--- config.mk ---
export PLATFORM = sky130hd
export DESIGN_NAME = lcd_decimal_number_writer
export DESIGN_NICKNAME = d
export VERILOG_FILES = /design/src/rtl/lcdnw_pkg.sv /design/src/rtl/lcdnw_front.sv /design/src/rtl/lcdnw_queue.sv /design/src/rtl/lcdnw_back.sv /design/src/rtl/lcd_decimal_number_writer.sv
export SDC_FILE = /design/constraint.sdc
export NUM_CORES = 1
export LEC_CHECK = 0
export BUFFER_PORTS_ARGS = -buffer_cell sky130_fd_sc_hd__buf_2
export CAP_MARGIN = 10
export CORE_ASPECT_RATIO = 0.75
export CORE_MARGIN = 1.5
export CORE_UTILIZATION = 67
export CTS_CLUSTER_SIZE = 16
export DETAILED_ROUTE_END_ITERATION = 10
export MAX_ROUTING_LAYER = met4
export PLACE_DENSITY = 0.88
export SYNTH_ARGS = -nofsm -noshare
export SYNTH_HDL_FRONTEND = slang
export SYNTH_HIERARCHICAL = 1
export SYNTH_SLANG_ARGS = --single-unit
--- constraint.sdc ---
create_clock -name clock -period 10.4 [get_ports clock]
set_input_delay 0.52 -clock clock [delete_from_list [all_inputs] [get_ports clock]]
set_output_delay 0.52 -clock clock [all_outputs]
set_load 0.02 [all_outputs]
--- src/rtl/lcdnw_pkg.sv ---
// Shared types and constants for the LCD decimal number writer.
// Used by every module of the block; depends on nothing else.
package lcdnw_pkg;

   // Width of the number and the decimal digits it can need.
   localparam int VALUE_WIDTH = 16;
   // floor(VALUE_WIDTH * log10(2)) + 1, exact over the widths 4 to 32.
   localparam int DIGITS      = ((VALUE_WIDTH * 1233) >> 12) + 1;
   localparam int CNT_W       = $clog2(DIGITS + 1);
   localparam int IDX_W       = (DIGITS > 1) ? $clog2(DIGITS) : 1;
   localparam int COL_W       = 6;

   // Bus encoding of the display controller.
   localparam logic [7:0] SET_ADDR_CMD = 8'd128;
   localparam logic [7:0] ROW_OFFSET   = 8'h40;
   localparam logic [7:0] ASCII_ZERO   = 8'd48;

   // Division by ten: q = (v * RECIP_TEN) >> RECIP_SHIFT, exact for v below 2**32.
   localparam logic [31:0] RECIP_TEN   = 32'hCCCC_CCCD;
   localparam int          RECIP_SHIFT = 35;

   // Depth of the queue between the converter and the byte sequencer.
   localparam int QUEUE_DEPTH = 2;

   typedef struct packed {
      logic [VALUE_WIDTH-1:0] value;
      logic [COL_W-1:0]       column;
      logic                   row;
   } req_type;

   typedef struct packed {
      logic       is_data;
      logic [7:0] bus_byte;
      logic       last;
   } rsp_type;

   // One converted number: digits least significant first, and their count.
   typedef struct packed {
      logic [DIGITS-1:0][3:0] digits;
      logic [CNT_W-1:0]       count;
      logic [COL_W-1:0]       column;
      logic                   row;
   } job_type;

endpackage

--- src/rtl/lcdnw_front.sv ---
// Front end: accepts numbers and splits them into decimal digits.
// Depends on lcdnw_pkg; hands finished jobs to lcdnw_queue.
module lcdnw_front (
   input  logic              clock,
   input  logic              reset,
   input  logic              push,
   output logic              full,
   input  lcdnw_pkg::req_type req_data,
   output logic              job_push,
   input  logic              job_full,
   output lcdnw_pkg::job_type job_data
);

   localparam logic [1:0] ST_IDLE = 2'd0;
   localparam logic [1:0] ST_DIV  = 2'd1;
   localparam logic [1:0] ST_REM  = 2'd2;
   localparam logic [1:0] ST_PUSH = 2'd3;

   logic [1:0]                        state_ff, state_in;
   logic [lcdnw_pkg::VALUE_WIDTH-1:0] value_ff, value_in;
   logic [lcdnw_pkg::VALUE_WIDTH-1:0] quot_ff, quot_in;
   lcdnw_pkg::job_type                job_ff, job_in;
   logic [63:0]                       product;
   logic [63:0]                       quot_wide;
   logic [3:0]                        rem_digit;

   // Quotient by ten through the reciprocal multiply.
   assign product   = 64'({{(32 - lcdnw_pkg::VALUE_WIDTH){1'b0}}, value_ff})
                      * 64'(lcdnw_pkg::RECIP_TEN);
   assign quot_wide = product >> lcdnw_pkg::RECIP_SHIFT;

   // The remainder is below ten, so the low four bits of v - 10q suffice.
   assign rem_digit = value_ff[3:0] - ({quot_ff[0], 3'b000} + {quot_ff[2:0], 1'b0});

   assign full     = (state_ff != ST_IDLE);
   assign job_push = (state_ff == ST_PUSH) && !job_full;
   assign job_data = job_ff;

   // Conversion sequencer: each digit takes a divide step (ST_DIV) and then a remainder step (ST_REM).
   always_comb begin
      state_in = state_ff;
      value_in = value_ff;
      quot_in  = quot_ff;
      job_in   = job_ff;
      unique case (state_ff)
         ST_IDLE: begin
            if (push) begin
               value_in      = req_data.value;
               job_in.column = req_data.column;
               job_in.row    = req_data.row;
               job_in.count  = '0;
               state_in      = ST_DIV;
            end
         end
         ST_DIV: begin
            quot_in  = quot_wide[lcdnw_pkg::VALUE_WIDTH-1:0];
            state_in = ST_REM;
         end
         ST_REM: begin
            job_in.digits[job_ff.count[lcdnw_pkg::IDX_W-1:0]] = rem_digit;
            job_in.count = job_ff.count + lcdnw_pkg::CNT_W'(1);
            value_in     = quot_ff;
            state_in     = (quot_ff == '0) ? ST_PUSH : ST_DIV;
         end
         ST_PUSH: begin
            if (!job_full) begin
               state_in = ST_IDLE;
            end
         end
         default: begin
            state_in = ST_IDLE;
         end
      endcase
   end

   always_ff @(posedge clock) begin
      if (reset) begin
         state_ff <= ST_IDLE;
      end else begin
         state_ff <= state_in;
      end
      value_ff <= value_in;
      quot_ff  <= quot_in;
      job_ff   <= job_in;
   end

   // A job leaves with at least one digit and never more than fit.
   a_push_has_digits: assert property (@(posedge clock) disable iff (reset)
      job_push |-> (job_ff.count != '0) &&
                   (job_ff.count <= lcdnw_pkg::CNT_W'(lcdnw_pkg::DIGITS)))
      else $error("front pushed a job with a bad digit count");

   // After a digit step the quotient has become the working value.
   a_rem_moves_on: assert property (@(posedge clock) disable iff (reset)
      (state_ff == ST_REM) |=> (value_ff == $past(quot_ff)))
      else $error("front lost the quotient after a digit step");

endmodule

--- src/rtl/lcdnw_queue.sv ---
// Short queue of converted jobs between the front end and the sequencer.
// Depends on lcdnw_pkg for the job type and depth.
module lcdnw_queue (
   input  logic              clock,
   input  logic              reset,
   input  logic              wr_en,
   output logic              q_full,
   input  lcdnw_pkg::job_type wr_data,
   input  logic              rd_en,
   output logic              q_empty,
   output lcdnw_pkg::job_type rd_data
);

   localparam int PTR_W = (lcdnw_pkg::QUEUE_DEPTH > 1) ? $clog2(lcdnw_pkg::QUEUE_DEPTH) : 1;
   localparam int FILL_W = $clog2(lcdnw_pkg::QUEUE_DEPTH + 1);

   lcdnw_pkg::job_type entry_ff [lcdnw_pkg::QUEUE_DEPTH];
   logic [PTR_W-1:0]   wr_ptr_ff, rd_ptr_ff;
   logic [FILL_W-1:0]  fill_ff;
   logic               do_wr, do_rd;

   assign q_full  = (fill_ff == FILL_W'(lcdnw_pkg::QUEUE_DEPTH));
   assign q_empty = (fill_ff == '0);
   assign do_wr   = wr_en && !q_full;
   assign do_rd   = rd_en && !q_empty;
   assign rd_data = entry_ff[rd_ptr_ff];

   // Entry storage.
   always_ff @(posedge clock) begin
      if (do_wr) begin
         entry_ff[wr_ptr_ff] <= wr_data;
      end
   end

   // Pointers wrap at the depth.
   always_ff @(posedge clock) begin
      if (reset) begin
         wr_ptr_ff <= '0;
         rd_ptr_ff <= '0;
         fill_ff   <= '0;
      end else begin
         if (do_wr) begin
            wr_ptr_ff <= (wr_ptr_ff == PTR_W'(lcdnw_pkg::QUEUE_DEPTH - 1)) ?
                         '0 : wr_ptr_ff + PTR_W'(1);
         end
         if (do_rd) begin
            rd_ptr_ff <= (rd_ptr_ff == PTR_W'(lcdnw_pkg::QUEUE_DEPTH - 1)) ?
                         '0 : rd_ptr_ff + PTR_W'(1);
         end
         if (do_wr && !do_rd) begin
            fill_ff <= fill_ff + FILL_W'(1);
         end else if (do_rd && !do_wr) begin
            fill_ff <= fill_ff - FILL_W'(1);
         end
      end
   end

   a_fill_bound: assert property (@(posedge clock) disable iff (reset)
      fill_ff <= FILL_W'(lcdnw_pkg::QUEUE_DEPTH))
      else $error("queue fill count beyond depth");

endmodule

--- src/rtl/lcdnw_back.sv ---
// Back end: turns each converted job into address and digit bus bytes.
// Depends on lcdnw_pkg; takes jobs from lcdnw_queue.
module lcdnw_back (
   input  logic              clock,
   input  logic              reset,
   input  logic              job_empty,
   output logic              job_pop,
   input  lcdnw_pkg::job_type job_data,
   output logic              empty,
   input  logic              pop,
   output lcdnw_pkg::rsp_type rsp_data
);

   logic                        busy_ff, busy_in;
   logic                        phase_ff, phase_in;
   logic [lcdnw_pkg::IDX_W-1:0] idx_ff, idx_in;
   lcdnw_pkg::job_type          job_ff, job_in;
   logic [lcdnw_pkg::CNT_W-1:0] last_idx;
   logic [lcdnw_pkg::CNT_W-1:0] pos;
   logic                        at_last;
   logic                        out_xfer;
   logic [7:0]                  addr_byte;
   logic [7:0]                  digit_byte;

   // Least significant digit sits furthest right.
   assign last_idx = job_ff.count - lcdnw_pkg::CNT_W'(1);
   assign at_last  = (lcdnw_pkg::CNT_W'(idx_ff) == last_idx);
   assign pos      = last_idx - lcdnw_pkg::CNT_W'(idx_ff);

   // Address sum wraps at eight bits like the controller's adder.
   assign addr_byte  = 8'(job_ff.column) + 8'(pos)
                       + (job_ff.row ? lcdnw_pkg::ROW_OFFSET : 8'h00)
                       + lcdnw_pkg::SET_ADDR_CMD;
   assign digit_byte = lcdnw_pkg::ASCII_ZERO + 8'(job_ff.digits[idx_ff]);

   assign empty             = !busy_ff;
   assign rsp_data.is_data  = phase_ff;
   assign rsp_data.bus_byte = phase_ff ? digit_byte : addr_byte;
   assign rsp_data.last     = phase_ff && at_last;

   assign out_xfer = pop && busy_ff;
   // Load the next job when idle or right as the current run ends.
   assign job_pop  = !job_empty && (!busy_ff || (out_xfer && phase_ff && at_last));

   // Byte sequencer: command then data for each digit.
   always_comb begin
      busy_in  = busy_ff;
      phase_in = phase_ff;
      idx_in   = idx_ff;
      job_in   = job_ff;
      if (job_pop) begin
         job_in   = job_data;
         busy_in  = 1'b1;
         phase_in = 1'b0;
         idx_in   = '0;
      end else if (out_xfer) begin
         if (!phase_ff) begin
            phase_in = 1'b1;
         end else if (at_last) begin
            busy_in = 1'b0;
         end else begin
            phase_in = 1'b0;
            idx_in   = idx_ff + lcdnw_pkg::IDX_W'(1);
         end
      end
   end

   always_ff @(posedge clock) begin
      if (reset) begin
         busy_ff  <= 1'b0;
         phase_ff <= 1'b0;
         idx_ff   <= '0;
      end else begin
         busy_ff  <= busy_in;
         phase_ff <= phase_in;
         idx_ff   <= idx_in;
      end
      job_ff <= job_in;
   end

   // A run ends only on the transfer of its final data byte.
   a_idle_after_last: assert property (@(posedge clock) disable iff (reset)
      $fell(busy_ff) |-> $past(out_xfer && phase_ff && at_last))
      else $error("sequencer went idle before the last byte");

   // The digit index stays inside the job's digit count.
   a_idx_bound: assert property (@(posedge clock) disable iff (reset)
      busy_ff |-> (lcdnw_pkg::CNT_W'(idx_ff) < job_ff.count))
      else $error("digit index beyond digit count");

endmodule

--- src/rtl/lcd_decimal_number_writer.sv ---
// Top level of the LCD decimal number writer: front end, job queue, sequencer.
// Depends on lcdnw_pkg, lcdnw_front, lcdnw_queue and lcdnw_back.
//
// Each number pushed in comes out as a run of bus bytes for a character
// display: for every decimal digit, least significant first, a set-address
// command and then the digit's ASCII code; the final byte carries last. Zero
// gives one command and '0'. The front end takes the number, then for each
// digit does a reciprocal multiply by one tenth and then the remainder, and
// then passes the job on, staying full until it has. The sequencer offers
// one byte per cycle while it is popped and jobs are waiting, two per digit,
// and works on the previous number while the front end converts the next,
// with up to two converted numbers waiting between them.
module lcd_decimal_number_writer (
   input  logic              clock,
   input  logic              reset,
   input  logic              push,
   output logic              full,
   input  lcdnw_pkg::req_type req_data,
   output logic              empty,
   input  logic              pop,
   output lcdnw_pkg::rsp_type rsp_data
);

   logic               front_push, queue_full;
   logic               back_pop, queue_empty;
   lcdnw_pkg::job_type front_job, queue_job;

   lcdnw_front u_front (
      .clock    (clock),
      .reset    (reset),
      .push     (push),
      .full     (full),
      .req_data (req_data),
      .job_push (front_push),
      .job_full (queue_full),
      .job_data (front_job)
   );

   lcdnw_queue u_queue (
      .clock   (clock),
      .reset   (reset),
      .wr_en   (front_push),
      .q_full  (queue_full),
      .wr_data (front_job),
      .rd_en   (back_pop),
      .q_empty (queue_empty),
      .rd_data (queue_job)
   );

   lcdnw_back u_back (
      .clock     (clock),
      .reset     (reset),
      .job_empty (queue_empty),
      .job_pop   (back_pop),
      .job_data  (queue_job),
      .empty     (empty),
      .pop       (pop),
      .rsp_data  (rsp_data)
   );

endmodule

# [Word-level counts from Yosys, hierarchy flattened]
# Memories as Yosys holds them, arrays and structs flattened. A register that Yosys moved wholly into a read port is not among the register bits.
# Index checks and enable logic that the tools add are counted.
[totals] ff_bits=70 ram_bits=60 word_cells=103 mem_count=1
[mem_list] memory="u_queue.entry_ff" words=2 word_bits=30 rd=1 rd_ports_with_merged_regs=1 wr=1 line="lcdnw_queue.sv:17" rtl="lcdnw_pkg::job_type entry_ff [lcdnw_pkg::QUEUE_DEPTH];"
[classes] multipliers=1 n_lt_le_gt_ge=3 add_sub_neg=14 n_reduce_logical=32 n_eq_ne=7 n_mux=27 n_bitwise=1
[op_table] operator="$mul 16x32->48 const B" count=1
[op_table] operator="$pmux 16 s2" count=1
[op_table] operator="$bwmux 20" count=1
[op_table] operator="$logic_not 16->1" count=1
[op_table] operator="$mux 16" count=1
[op_table] operator="$bmux 4 s3" count=1
[op_table] operator="$demux 4 s3" count=1
[op_table] operator="$reduce_bool 2->1" count=6
[op_table] operator="$logic_and 1x1->1" count=11
[op_table] operator="$mux 1" count=10
[op_table] operator="$mux 10" count=1
[op_table] operator="$mux 2" count=5
[op_table] operator="$add 8x8->8" count=1
[op_table] operator="$add 8x8->8 const B" count=1
[op_table] operator="$lt 3x4->1 const B" count=2
[op_table] operator="$mux 4" count=2
[op_table] operator="$mux 8" count=1
[op_table] operator="$pmux 2 s4" count=1
[op_table] operator="$add 6x3->7" count=1
[op_table] operator="$add 6x4->7 const A" count=1
[op_table] operator="$mux 7" count=1
[op_table] operator="$add 3x1->3 const B" count=2
[op_table] operator="$eq 2x2->1 const B" count=3
[op_table] operator="$pmux 3 s2" count=1
[op_table] operator="other kinds (18)" count=28

# [Longest topological paths before layout]
# Gate-level depths: netlist of run 1.
[logic_depth] depth_word=9 mapped_depth=21 depth_no_buf=20

# [Modules after synthesis]
# The synthesis of run 1 kept the hierarchy.
[modules_own_cells] mod="lcdnw_front" cells_per_inst=689 seq_area_each_um2=1811.7 n_inst=1 area_each_um2=7314.5
[modules_own_cells] mod="lcdnw_queue" cells_per_inst=118 seq_area_each_um2=1901.8 n_inst=1 area_each_um2=2372.3
[modules_own_cells] mod="lcdnw_back" cells_per_inst=116 seq_area_each_um2=1001.0 n_inst=1 area_each_um2=1616.6

# [Worst setup path before layout of run 1]
# OpenSTA, ideal clock, no wires.
[synth_timing] path_kind="register to register" startpoint="register u_front/value_ff[1] in the netlist's numbering" endpoint="register u_front/quot_ff[8] in the netlist's numbering (data pin)" arrival_time_ns=5.254 stages_incl_launch_ff=20 setup_slack_ns=4.878 path_cell_list="edfxtp_1 -> ha_1 -> inv_1 -> fa_1 -> inv_1 -> fa_1 -> fa_1 -> inv_1 -> fa_1 -> inv_1 -> fa_1 -> ha_1 -> buf_6 -> and4_4 -> a21oi_2 -> nor3_1 -> or4_4 -> a21oi_4 -> o31ai_1 -> xor2_1"
[synth_via] elab_chain_cells=1
[synth_rtl] item="start: declaration" line="lcdnw_front.sv:20" rtl="logic [lcdnw_pkg::VALUE_WIDTH-1:0] value_ff, value_in;"
[synth_rtl] item="start signal: assignment" line="lcdnw_front.sv:82" rtl="value_ff <= value_in;"
[synth_rtl] item="$mul 16x32->48" line="lcdnw_front.sv:29" rtl="* 64'(lcdnw_pkg::RECIP_TEN);"
[synth_rtl] item="named net u_front.product[43]" line="lcdnw_front.sv:23" rtl="logic [63:0] product;"
[synth_rtl] item="end signal: assignment" line="lcdnw_front.sv:83" rtl="quot_ff <= quot_in;"
[synth_rtl] item="end: declaration" line="lcdnw_front.sv:21" rtl="logic [lcdnw_pkg::VALUE_WIDTH-1:0] quot_ff, quot_in;"
# The timed path passes the listed nets, and every way through them passes these cells.
# A chain may end at the register's enable or synchronous reset.

# [Final worst setup path of run 1]
[layout_timing] startpoint="register u_front/value_ff[14] in the netlist's numbering" endpoint="register u_front/quot_ff[10] in the netlist's numbering (data pin)"
# The elaborated chain is that of the path after synthesis.

==> results.md, run 1 <==
* Status: completed
* Post-CTS Setup Inserts at 0
* WL final at 26,700 um
* Vias/cell at 6.29
* Vias at 7,500
* WS Path Type: register to register
* Synth area leader: edfxtp_1
* Setup violations, final at 0
* Sink Count at 161
* Endpoint type of the worst setup path: register
* Core area at 16,300 um2
* DRT Pass-1 Iters at 8
* WP buf/inv at 3
* Vias in the first global route at 7,456
* Num CTS Buffers at 17
* Most common cell on crit path: fa_1
* Placer Congestion at 0.972
* Predominant post-synthesis flop cell: edfxtp_1
* Fmax achieved at 163 MHz
* Critical Path RT at 10,590 ps
* Post-synth ARST share at 0
* CP top delay family: adder cells
* Critical Path Start Type: register
* Tcrit/Tclk final at 0.590
* Number of flops mapped to enable cells by yosys at 149
* Worst-Skew Late Latency at 440 ps
* Crit-path max FO at 7
* Ys Warns at 6
* Post-synth top cells: inv_1 (179), edfxtp_1 (149), ha_1 (144)
* Setup slack, reg-to-reg at 4260 ps
* Routed Antenna Nets at 0
* Setup TNS Final at 0 ps
* Hold-fix buffers, CTS at 0
* Share of cells above drive strength 1 at 0.137
* Max_slew headroom at 0.159
* Nets at 1,223
* Row cnt at 40
* I/O Pins at 39
* GRT Total Usage at 0.332
* First-pass GRT wire length at 41,500 um
* Root Driver: clkbuf_16
* Die Span X at 153 um
* Iteration-0 DRC Markers at 906
* # resized after CTS at 0
* Max-cap viol count at 0
* RSZ-0062 raised after global routing: no
* Number of buffers added on ports at 38
* Syn_nets at 1,176
* Grt ovf at 0
* Worst path slowest cell: fa_1
* Synthesis-stage register bit count at 161
* Worst Path Arrival at 6330 ps
* CTS tree: built
* DRC at 0
* Fin cells at 1,193
* Wirelength per Cell at 22.3 um
* Most common cell in the netlist: inv_1
* Syn avg cell area at 12.2 um2
* Top post-synthesis cells by area: edfxtp_1 (40%), ha_1 (16%), fa_1 (15%)
* Post-synth top area share at 0.396
* Area of the mapped netlist at 11,300 um2
* Largest net degree at the start of global routing at 32
* Part of the Yosys area used for sequential elements at 0.417
* Placed Instances at 1,161
* Crit path cell chain: inv_1 > ha_1 > fa_1 > xnor2_1 > ha_1 > or2_2 > fa_1 > inv_1 > fa_1 > fa_1 > inv_1 > ha_1 > a211oi_1 > o21bai_1 > a211oi_1 > o21ai_0 > a21oi_1 > o21ai_1 > xor2_1
* HPWL after DPL at 20,000 um
* Final Hold Fails at 0
* P&R area growth vs syn at 8.72%
* Die height at 115 um
* Fillcell total at 993
* Max Slew Vio Count at 0
* Worst Skew at 16.8 ps
* Hold Crit Class: input port to register
* Clock-pin slew on the worst setup and hold paths at 70 ps
* Initial antenna violation count at 0
* Slew @ Worst Pin at 1260 ps
* CTS max path bufs at 2
* Yosys cell types at 65
* Initial Utilization at 0.695
* Diode count at 0
* Die Footprint at 17,700 um2
* CTS H-tree depth at 4
* Post-Syn Instances at 923
* Crit path largest cell delay at 660 ps
* Crit path time final at 6140 ps
## flip-flops by register name, indices dropped and copies added (netlist names), named ones only
signal,flops
u_front/quot_ff,13
u_queue/rd_ptr_ff,1
u_front/state_ff,2
u_queue/wr_ptr_ff,1
u_queue/entry_ff,60
u_back/phase_ff,1
u_back/idx_ff,3
u_back/job_ff,30
u_back/busy_ff,1
u_front/job_data,30
u_front/value_ff,16
u_queue/fill_ff,2
## logic make-up after synthesis
logic type / Yosys count / share of synthesized area
compound gates: 133 / 0.0764
buf+inv: 194 / 0.0660
flops: 161 / 0.417
mux: 49 / 0.0526
simple gates: 128 / 0.0572
xor+xnor: 32 / 0.0261
fa+ha+maj: 226 / 0.305
## routing by layer
layer,GRT usage,vias to the layer above,share of wire
met5,-,-,0
met4,0.0830,0,0.017
met3,0.0711,47,0.11
met2,0.506,443,0.45
met1,0.462,3700,0.43
li1,-,3310,-
## final cells by class
class / instances / area, um2 / area share
clock buffers: 17 / 425 / 0.0346
clock inverters: 15 / 143 / 0.0116
inverters: 180 / 676 / 0.0550
multi-input cells: 568 / 5850 / 0.476
flip-flops and latches: 161 / 4710 / 0.384
well taps: 210 / 263 / 0.0214
repair buffers: 42 / 220 / 0.0179
## per-stage QoR
| step | area (um2) | setup WS [ps] | hold slack (ps) | utilization |
|---|---|---|---|---|
| 6_report | 12300 | 4260 | 254 | 0.756 |
| 4_1_cts | 12300 | 4360 | 248 | 0.756 |
| 5_1_grt | 12300 | 3970 | 248 | 0.756 |
| 2_1_floorplan | 11300 | 4880 | 421 | - |
| 3_5_place_dp | 11700 | 4420 | 430 | 0.721 |
| 3_3_place_gp | 11700 | 4430 | 422 | 0.721 |
## cell usage in the layout (no fill, tap or decap), types with 12 or more instances in the layout
master | netlist | routed
inv_1 | 179 | 179
edfxtp_1 | 149 | 149
ha_1 | 144 | 144
fa_1 | 82 | 82
mux2_2 | 43 | 43
a21oi_1 | 40 | 40
buf_2 | 5 | 38
nor2_1 | 34 | 33
nand2_1 | 26 | 26
o21ai_0 | 25 | 25
xnor2_1 | 20 | 20
clkbuf_16 | 0 | 17
nand3_1 | 13 | 13
a21o_1 | 12 | 12
dfxtp_1 | 12 | 12
## final timing paths
| check | cells past startpoint | to | start |
|---|---|---|---|
| worst max register to register | 19 | u_front/quot_ff[10]$_DFFE_PN_ | u_front/value_ff[14]$_SDFFCE_PP0P_ |
| worst min-delay path | 1 | u_front/job_data[5]$_DFFE_PP_ | req_data[5] |
| worst max-delay path | 19 | u_front/quot_ff[10]$_DFFE_PN_ | u_front/value_ff[14]$_SDFFCE_PP0P_ |
| worst min register to register | 0 | u_queue/entry_ff[1][26]$_DFFE_PP_ | u_front/job_data[26]$_DFFE_PP_ |
Power of run 1 is left out: the tool's default activity adds up to more than one toggle a clock period on the data nets, which glitch-free logic cannot reach.
==> run 2: changes to the inputs <==
CORE_UTILIZATION = 64   (was 67)
PLACE_DENSITY = 0.85   (was 0.88)
clock period = 5.8 ns   (was 10.4 ns; I/O delays follow)
==> run 2 against run 1 <==
Global-route usage shrank 1.7 points; register-to-register slack worse by 4100 ps; count of clock-buffer cells in the layout grew 1; worst setup slack lost 4100 ps; first-iteration DRC count fell by 0.66%; routed wire length increased by 3.3%; non-clock buffer count rose by 27; sequential cell count is the same; fmax grew 8.3%; critical path type unchanged; highest routed layer unchanged.
==> results.md, run 2 (synthesized netlist as in run 1, its figures left out) <==
* Num CTS Buffers at 17 (unchanged)
* Grt ovf at 0 (unchanged)
* Wirelength per Cell at 22.1 um (was 22.3 um)
* Setup slack, reg-to-reg at 130 ps (was 4260 ps)
* I/O Pins at 39 (unchanged)
* First-pass GRT wire length at 41,200 um (was 41,500 um)
* Max-cap viol count at 0 (unchanged)
* Worst-Skew Late Latency at 430 ps (was 440 ps)
* P&R area growth vs syn at 12.0% (was 8.72%)
* Slew @ Worst Pin at 1230 ps (was 1260 ps)
* Post-DP Area at 11,900 um2 (was 11,700 um2)
* Final instance area at 12,700 um2 (was 12,300 um2)
* Largest net degree at the start of global routing at 32 (unchanged)
* Fin cells at 1,246 (was 1,193)
* Die Span X at 156 um (was 153 um)
* Worst hold slack at 37.1 ps (was 254 ps)
* Iteration-0 DRC Markers at 900 (was 906)
* HPWL after DPL at 20,100 um (was 20,000 um)
* Max_slew headroom at 0.169 (was 0.159)
* Share of cells above drive strength 1 at 0.185 (was 0.137)
* Number of buffers added on ports at 38 (unchanged)
* Commonest non-fill, non-tap cell in the layout: inv_1 (unchanged)
* Clock-pin slew on the worst setup and hold paths at 70 ps (about the same)
* Max reg flops at 60 (unchanged)
* Initial Utilization at 0.664 (was 0.695)
* Row cnt at 41 (was 40)
* Nets at 1,250 (was 1,223)
* Routed Antenna Nets at 0 (unchanged)
* Placer Congestion at 0.950 (was 0.972)
* Vias/cell at 6.13 (was 6.29)
* Critical Path RT at 5980 ps (was 10,590 ps)
* Top reg by flops: u_queue/entry_ff (unchanged)
* Vias in the first global route at 7,364 (was 7,456)
* Placed Instances at 1,200 (was 1,161)
* Hold Path Stages at 1 (unchanged)
* WS Path Type: register to register (unchanged)
* Hold-fix buffers, CTS at 0 (unchanged)
* GRT Total Usage at 0.315 (was 0.332)
* Crit-path max FO at 5 (was 7)
* CTS tree: built (unchanged)
* Tcrit/Tclk final at 0.977 (was 0.590)
* Fmax achieved at 176 MHz (was 163 MHz)
* CTS max path bufs at 2 (unchanged)
* Die Footprint at 18,500 um2 (was 17,700 um2)
* Initial antenna violation count at 0 (unchanged)
* Crit path time final at 5670 ps (was 6140 ps)
* Worst Skew at 9.41 ps (was 16.8 ps)
* Worst Path Arrival at 5850 ps (was 6330 ps)
* Vias at 7,641 (was 7,500)
* WL final at 27,500 um (was 26,700 um)
* Setup violations, final at 0 (unchanged)
* Final Hold Fails at 0 (unchanged)
* DRT Pass-1 Iters at 5 (was 8)
* Max Slew Vio Count at 0 (unchanged)
* Root Driver: clkbuf_16 (unchanged)
* CTS H-tree depth at 4 (unchanged)
* Sink Count at 161 (unchanged)
* Hold Crit Class: input port to register (unchanged)
* Endpoint type of the worst setup path: register (unchanged)
* Diode count at 0 (unchanged)
* Core area at 17,000 um2 (was 16,300 um2)
* DRC at 0 (unchanged)
* Die height at 118 um (was 115 um)
* R2R cell count at 21 (was 19)
* Critical Path Start Type: register (unchanged)
* Commonest cells after routing, fill and taps aside: inv_1 (176), edfxtp_1 (149), ha_1 (137) (was inv_1 (179), edfxtp_1 (149), ha_1 (144))
* Status: completed (unchanged)
run 2: changes by cell type in the layout (fill, tap and decap cells not counted), sizes merged:
cell and change:
clkinvlp +1, buf +27, clkinv -2, clkbuf +1
run 2: timing repair:
action                                  4_1_cts  5_1_grt
pin swaps                                     0       15
setup buffers                                 0       13
endpoints found under the setup margin        2       13
endpoints found under the hold margin         0        0
resized for setup                             4       25
run 2: final cells by class:
type	count	area (um2)
inverter	180	676
clock buffer	18	429
clock inverter	14	141
tap	236	295
fill	1043	4370
timing repair buffer	69	423
multi-input combinational	568	5980
sequential	161	4710
run 2: per-stage QoR:
step	setup TNS [ps]	utilization	setup WS, ps
floorplan	0	-	278
CTS	0	0.730	2.13
global placement	0	0.696	83.5
finish	0	0.743	134
detailed placement	-2.68	0.696	-2.68
global route	-130	0.743	-71.0
run 2: final timing paths:
| kind | startpoint | end |
|---|---|---|
| worst min register to register | u_front/job_data[25]$_DFFE_PP_ | u_queue/entry_ff[1][25]$_DFFE_PP_ |
| worst max register to register | u_front/value_ff[8]$_DFFE_PP_ | u_front/quot_ff[10]$_DFFE_PN_ |
| worst min-delay path | req_data[2] | u_front/job_data[2]$_DFFE_PP_ |
| worst max-delay path | u_front/value_ff[8]$_DFFE_PP_ | u_front/quot_ff[10]$_DFFE_PN_ |
run 2: metal layers:
layer	up-vias	GRT usage	share of wire
met4	0	0.0696	0.014
met2	457	0.452	0.44
met5	-	-	0
met3	31	0.0762	0.10
met1	3791	0.459	0.44
li1	3362	-	-
run 2: critical path: stages (launching register included):
cell	delay, ps
edfxtp_1	430
inv_1	90
ha_1	230
inv_1	100
fa_1	470
inv_1	100
fa_2	480
fa_1	580
inv_1	90
fa_1	530
inv_1	60
fa_1	500
inv_1	40
ha_1	350
and4_1	260
o2111a_1	150
o211ai_1	80
buf_4	160
nand4_1	230
a21oi_2	250
o21ai_1	100
xor2_1	140
Power of run 2 is left out for the same reason.
